[config.mk]
export PLATFORM = sky130hd
export DESIGN_NAME = ppp_queue
export DESIGN_NICKNAME = d
export VERILOG_FILES = /design/src/rtl/ppp_pkg.sv /design/src/rtl/ppp_queue.sv
export SDC_FILE = /design/constraint.sdc
export NUM_CORES = 1
export LEC_CHECK = 0
export BUFFER_PORTS_ARGS = -buffer_cell sky130_fd_sc_hd__buf_2
export CORE_ASPECT_RATIO = 0.5
export CORE_UTILIZATION = 61
export CTS_CLUSTER_DIAMETER = 60
export DETAILED_ROUTE_END_ITERATION = 7
export MAX_ROUTING_LAYER = met4
export PLACE_DENSITY = 0.92
export SKIP_CTS_REPAIR_TIMING = 1
export SYNTH_ARGS = -nofsm -noshare
export SYNTH_HDL_FRONTEND = slang
export SYNTH_SLANG_ARGS = --single-unit
[constraint.sdc]
create_clock -name clk -period 18.65 [get_ports clk]
set_input_delay 1.865 -clock clk [delete_from_list [all_inputs] [get_ports clk]]
set_output_delay 1.865 -clock clk [all_outputs]
set_load 0.005 [all_outputs]
[src/rtl/ppp_pkg.sv]
// Package: widths, codes and shared types of the point-to-plane projection block.
`timescale 1ns / 1ps
package ppp_pkg;
  localparam int COORD_WIDTH = 32;
  localparam int FRAC_BITS   = 16;
  localparam int MAG_WIDTH   = COORD_WIDTH + 1;
  localparam int PROD_WIDTH  = 2 * MAG_WIDTH;
  localparam int SUM_WIDTH   = PROD_WIDTH + 2;
  localparam int DEN_WIDTH   = 2 * COORD_WIDTH;
  localparam int LIMIT_WIDTH = 63;
  localparam int QUO_WIDTH   = COORD_WIDTH + 1;
  localparam int REM_WIDTH   = DEN_WIDTH + 1;
  localparam int QSHIFT      = QUO_WIDTH - FRAC_BITS;
  localparam int OVF_WIDTH   = DEN_WIDTH + QSHIFT;
  localparam int SUMV_WIDTH  = 2 * COORD_WIDTH + 1;
  localparam int QUEUE_DEPTH = 4;
  localparam int QPTR_WIDTH  = $clog2(QUEUE_DEPTH);
  localparam int ADDR_WIDTH  = 4;
  localparam int DATA_WIDTH  = 64;

  localparam logic [LIMIT_WIDTH-1:0] NEAR_RESET     = LIMIT_WIDTH'(1);
  localparam logic [LIMIT_WIDTH-1:0] IN_PLANE_RESET = LIMIT_WIDTH'(429);

  localparam logic [QUO_WIDTH-1:0] T_POS_MAX = {2'b00, {(COORD_WIDTH-1){1'b1}}};
  localparam logic [QUO_WIDTH-1:0] T_NEG_MAX = {2'b01, {(COORD_WIDTH-1){1'b0}}};

  typedef logic signed [COORD_WIDTH-1:0] coord_t;
  localparam coord_t CMAX = {1'b0, {(COORD_WIDTH-1){1'b1}}};
  localparam coord_t CMIN = {1'b1, {(COORD_WIDTH-1){1'b0}}};

  typedef logic [1:0] status_t;
  localparam status_t ST_PROJECTED = 2'd0;
  localparam status_t ST_PLANE     = 2'd1;
  localparam status_t ST_IN_PLANE  = 2'd2;
  localparam status_t ST_SATURATED = 2'd3;

  localparam logic REG_NEAR     = 1'b0;
  localparam logic REG_IN_PLANE = 1'b1;

  typedef struct packed {
    coord_t px, py, pz;
    coord_t qx, qy, qz;
    coord_t nx, ny, nz;
  } geom_t;

  typedef struct packed {
    geom_t                g;
    status_t              kind;
    logic                 num_neg;
    logic                 ovf;
    logic [SUM_WIDTH-1:0] mag;
    logic [DEN_WIDTH-1:0] den;
  } entry_t;

  typedef struct packed {
    logic [LIMIT_WIDTH-1:0] near;
    logic [LIMIT_WIDTH-1:0] in_plane;
  } limits_t;
endpackage

[src/rtl/ppp_queue.sv]
// Short queue of classified items between front and back ends.
`timescale 1ns / 1ps
module ppp_queue (
  input  logic            clk,
  input  logic            rst,
  input  logic            push,
  input  ppp_pkg::entry_t wr_entry,
  output logic            full,
  input  logic            pop,
  output ppp_pkg::entry_t head,
  output logic            empty
);
  import ppp_pkg::*;

  entry_t                slots [QUEUE_DEPTH];
  logic [QPTR_WIDTH-1:0] wr_ptr, rd_ptr;
  logic [QPTR_WIDTH:0]   count;

  assign full  = count == (QPTR_WIDTH+1)'(QUEUE_DEPTH);
  assign empty = count == '0;
  assign head  = slots[rd_ptr];

  always_ff @(posedge clk) begin
    if (rst) begin
      wr_ptr <= '0;
      rd_ptr <= '0;
      count  <= '0;
    end else begin
      if (push) begin
        wr_ptr <= wr_ptr + 1'b1;
      end
      if (pop) begin
        rd_ptr <= rd_ptr + 1'b1;
      end
      if (push && !pop) begin
        count <= count + 1'b1;
      end else if (pop && !push) begin
        count <= count - 1'b1;
      end
    end
  end

  always_ff @(posedge clk) begin
    if (push) begin
      slots[wr_ptr] <= wr_entry;
    end
  end
endmodule

==> impl_results.md <==
* Status: complete, no violations
* Pre-CTS setup slack at 11.89 ns
* Req. time, crit path at approximately 17 ns
* Clk root buf: clkbuf_16
* Slowest cell on crit path: buf_4
* Design Area, Final at 71900 µm²
* Initial antenna violation count at 95
* HPWL Detailed at 97900 µm
* Gpl congestion at 0.903
* Fin crit period at 7.68 ns
* Die X at 451 µm
* Worst EP arrival at 5.81 ns
* Leakage Power at 23.8 nW
* Yosys Warn Count at 0
* Core area at 98900 µm²
* Critical Path Sink Type: output pin
* Commonest cells post-synth: 1696 x edfxtp_1, 424 x mux4_2, 44 x buf_2, 40 x buf_6, 10 x clkbuf_1
* Worst slew pin tran at ~1.2 ns
* Avg Vias per Cell at 6.49
* CTS tree: built
* Tot Pwr at 8.22 mW
* Worst-case reg-to-reg path depth at 7
* Number of nets with antenna violations after routing at 0
* Worst-Skew Late Latency at 0.78 ns
* Total Routing Usage GR at about a third
* Total negative slack at 0 ns
* Clock Path Buffers at 3
* F_max at 0.130 GHz
* Final nets at between 3000 and 4000
* Tcrit/Tclk final at 41.2%
* Max-Cap Viols at 0
* Synth unique cells at 21
* Synth top area cells: edfxtp_1 83%, mux4_2 15%, buf_6 0.73%, buf_2 0.36%, dfxtp_1 0.29%
* Worst hold stages at 2
* Worst Hold Class: reg2reg
* Final setup viols at 0
* Vias in the first global route at 31100
* Area leader, netlist: edfxtp_1
* DP Area at 67200 µm²
* Final setup skew at 0.0357 ns
* Port-buffer cells at 853
* Dominant synthesized flop cell: edfxtp_1
* DR pass1 iterations at 8
* Gate Count Post-Synth at 2258
* Critical path peak fanout at 133
* Die area at 102000 µm²
* Share of cells above drive strength 1 at between 40% and 50%
* Average cell area after synthesis at roughly 27 µm²
* Most frequent CP cell: buf_4
* GRT overflow at 0
* EDFF count, synth at about 1700
* CP startpoint kind: flop
* Sequential cell area fraction in the yosys report at 82.9%
* First-pass GRT wire length at roughly 220000 µm
* Clock net sink count at 1705
* Peak supply drop at about 88 µV
* Relative slew slack at between 15 and 20%
* Clk slew on worst S/H paths at about 0.07 ns
* Final hold viol count at 0
* Drt initial violations at ~3200
* Crit-path max cell delay at 0.92 ns
* Synth Register Bits at 1705
* RSZ-0062 raised after global routing: false
* Top-count cell post-synth: edfxtp_1
* CTS H-Tree Depth at 4
* Site row count at 81
* Vias at 30700
* Synthesized cell area at 61600 µm²
* Syn_nets at 2692
* Layout area overhead at 16.7%
* Starting density of the core at 62.3%
* Worst setup path category: reg2out
* Slew Viols, Final at 0
* Asr flop ratio synth at 0%
* Final WL at 163000 µm
* WL/cell at about 34 µm
* Num CTS Buffers at 140
* # IOs at 854
* PnR worst setup slack at 10.97 ns
* CP Cell Sequence: buf_12, buf_4, buf_4, buf_4, mux4_2, buf_2
* Yosys top cell area share at 82.7%
* Power Density at approximately 110 nW/µm²
* Pin count of the biggest net entering global routing at 142
* Die Height at 227 µm
* DR DRC count at 0
## area by class of cell
type / instances / area [µm²]
Sequential cell: 1705 / 51100
Tap cell: 1328 / 1660
Clock inverter: 86 / 758
Fill cell: 5335 / 27000
Antenna cell: 100 / 250
Timing Repair Buffer: 887 / 4600
Multi-Input combinational cell: 454 / 9790
Inverter: 4 / 15.0
Clock buffer: 166 / 3700
## worst max-delay path, delay by kind of cell (launching register included)
family	cells	cell delay (ns)
buffers and inverters	5	3.41
flip-flops	1	0.72
multiplexers	1	0.46
## cells in the final DEF, fill, tap and decap left out
master / instances
clkbuf_1: 21
clkinv_4: 2
dfxtp_1: 7
or3_1: 1
xnor2_1: 2
clkinvlp_4: 5
clkinv_16: 1
bufinv_16: 9
mux2i_1: 2
o21ai_0: 1
nand2_1: 1
clkbuf_8: 1
inv_8: 1
buf_2: 853
nor3b_1: 1
dfxtp_4: 2
clkinv_1: 31
fa_1: 1
clkinv_2: 25
clkbuf_16: 144
inv_6: 7
edfxtp_1: 1696
buf_4: 28
diode_2: 100
a21oi_1: 1
clkinv_8: 3
ha_1: 5
buf_12: 6
xor2_1: 3
nor2_1: 7
nor3_1: 1
inv_16: 2
inv_1: 4
and2_4: 4
mux4_2: 424
## final timing paths
path,startpoint,to,slack [ns]
worst max-delay path,flop,head[234],10.97
worst min-delay path,rd_ptr[0],flop,0.60
worst max register to register,wr_ptr[0],slots[2][179],13.49
worst min register to register,rd_ptr[0],flop,0.60
## where the power goes
group / total (mW) / switching (mW) / internal [mW]
Combinational: 0.793 / 0.449 / 0.345
Sequential: 4.47 / 0.0620 / 4.41
Clock: 2.95 / 1.40 / 1.56
## kinds of logic after synthesis
group,Yosys count,synth area share (%)
flip-flops,1705,82.9
buffers and inverters,99,1.19
XOR/XNOR,5,0.0711
adder cells (fa/ha/maj),6,0.134
AND/OR/NAND/NOR,15,0.120
AO/OA/AOI/OAI,2,0.0162
multiplexers,426,15.5
## metrics by stage
step	hold slack, ns	utilization, %	cells
after CTS	0.587	72.4	4630
after global routing	0.602	72.6	4719
after floorplan	0.466	-	2258
after detailed placement	0.538	67.9	4378
final	0.597	72.7	4730
after global placement	0.478	67.9	4378
## state kept, by name, indices dropped and copies added (netlist names), named ones only
register  flops
count         3
rd_ptr        2
wr_ptr        2
slots      1696
## metal layers
layer  wire length [µm]  GRT usage (%)
met1              51500           35.4
met2              85700           52.8
met3              12700           7.01
met4              12800           24.0
met5                  0              -
No activity file was read; power rests on OpenSTA's default activity.
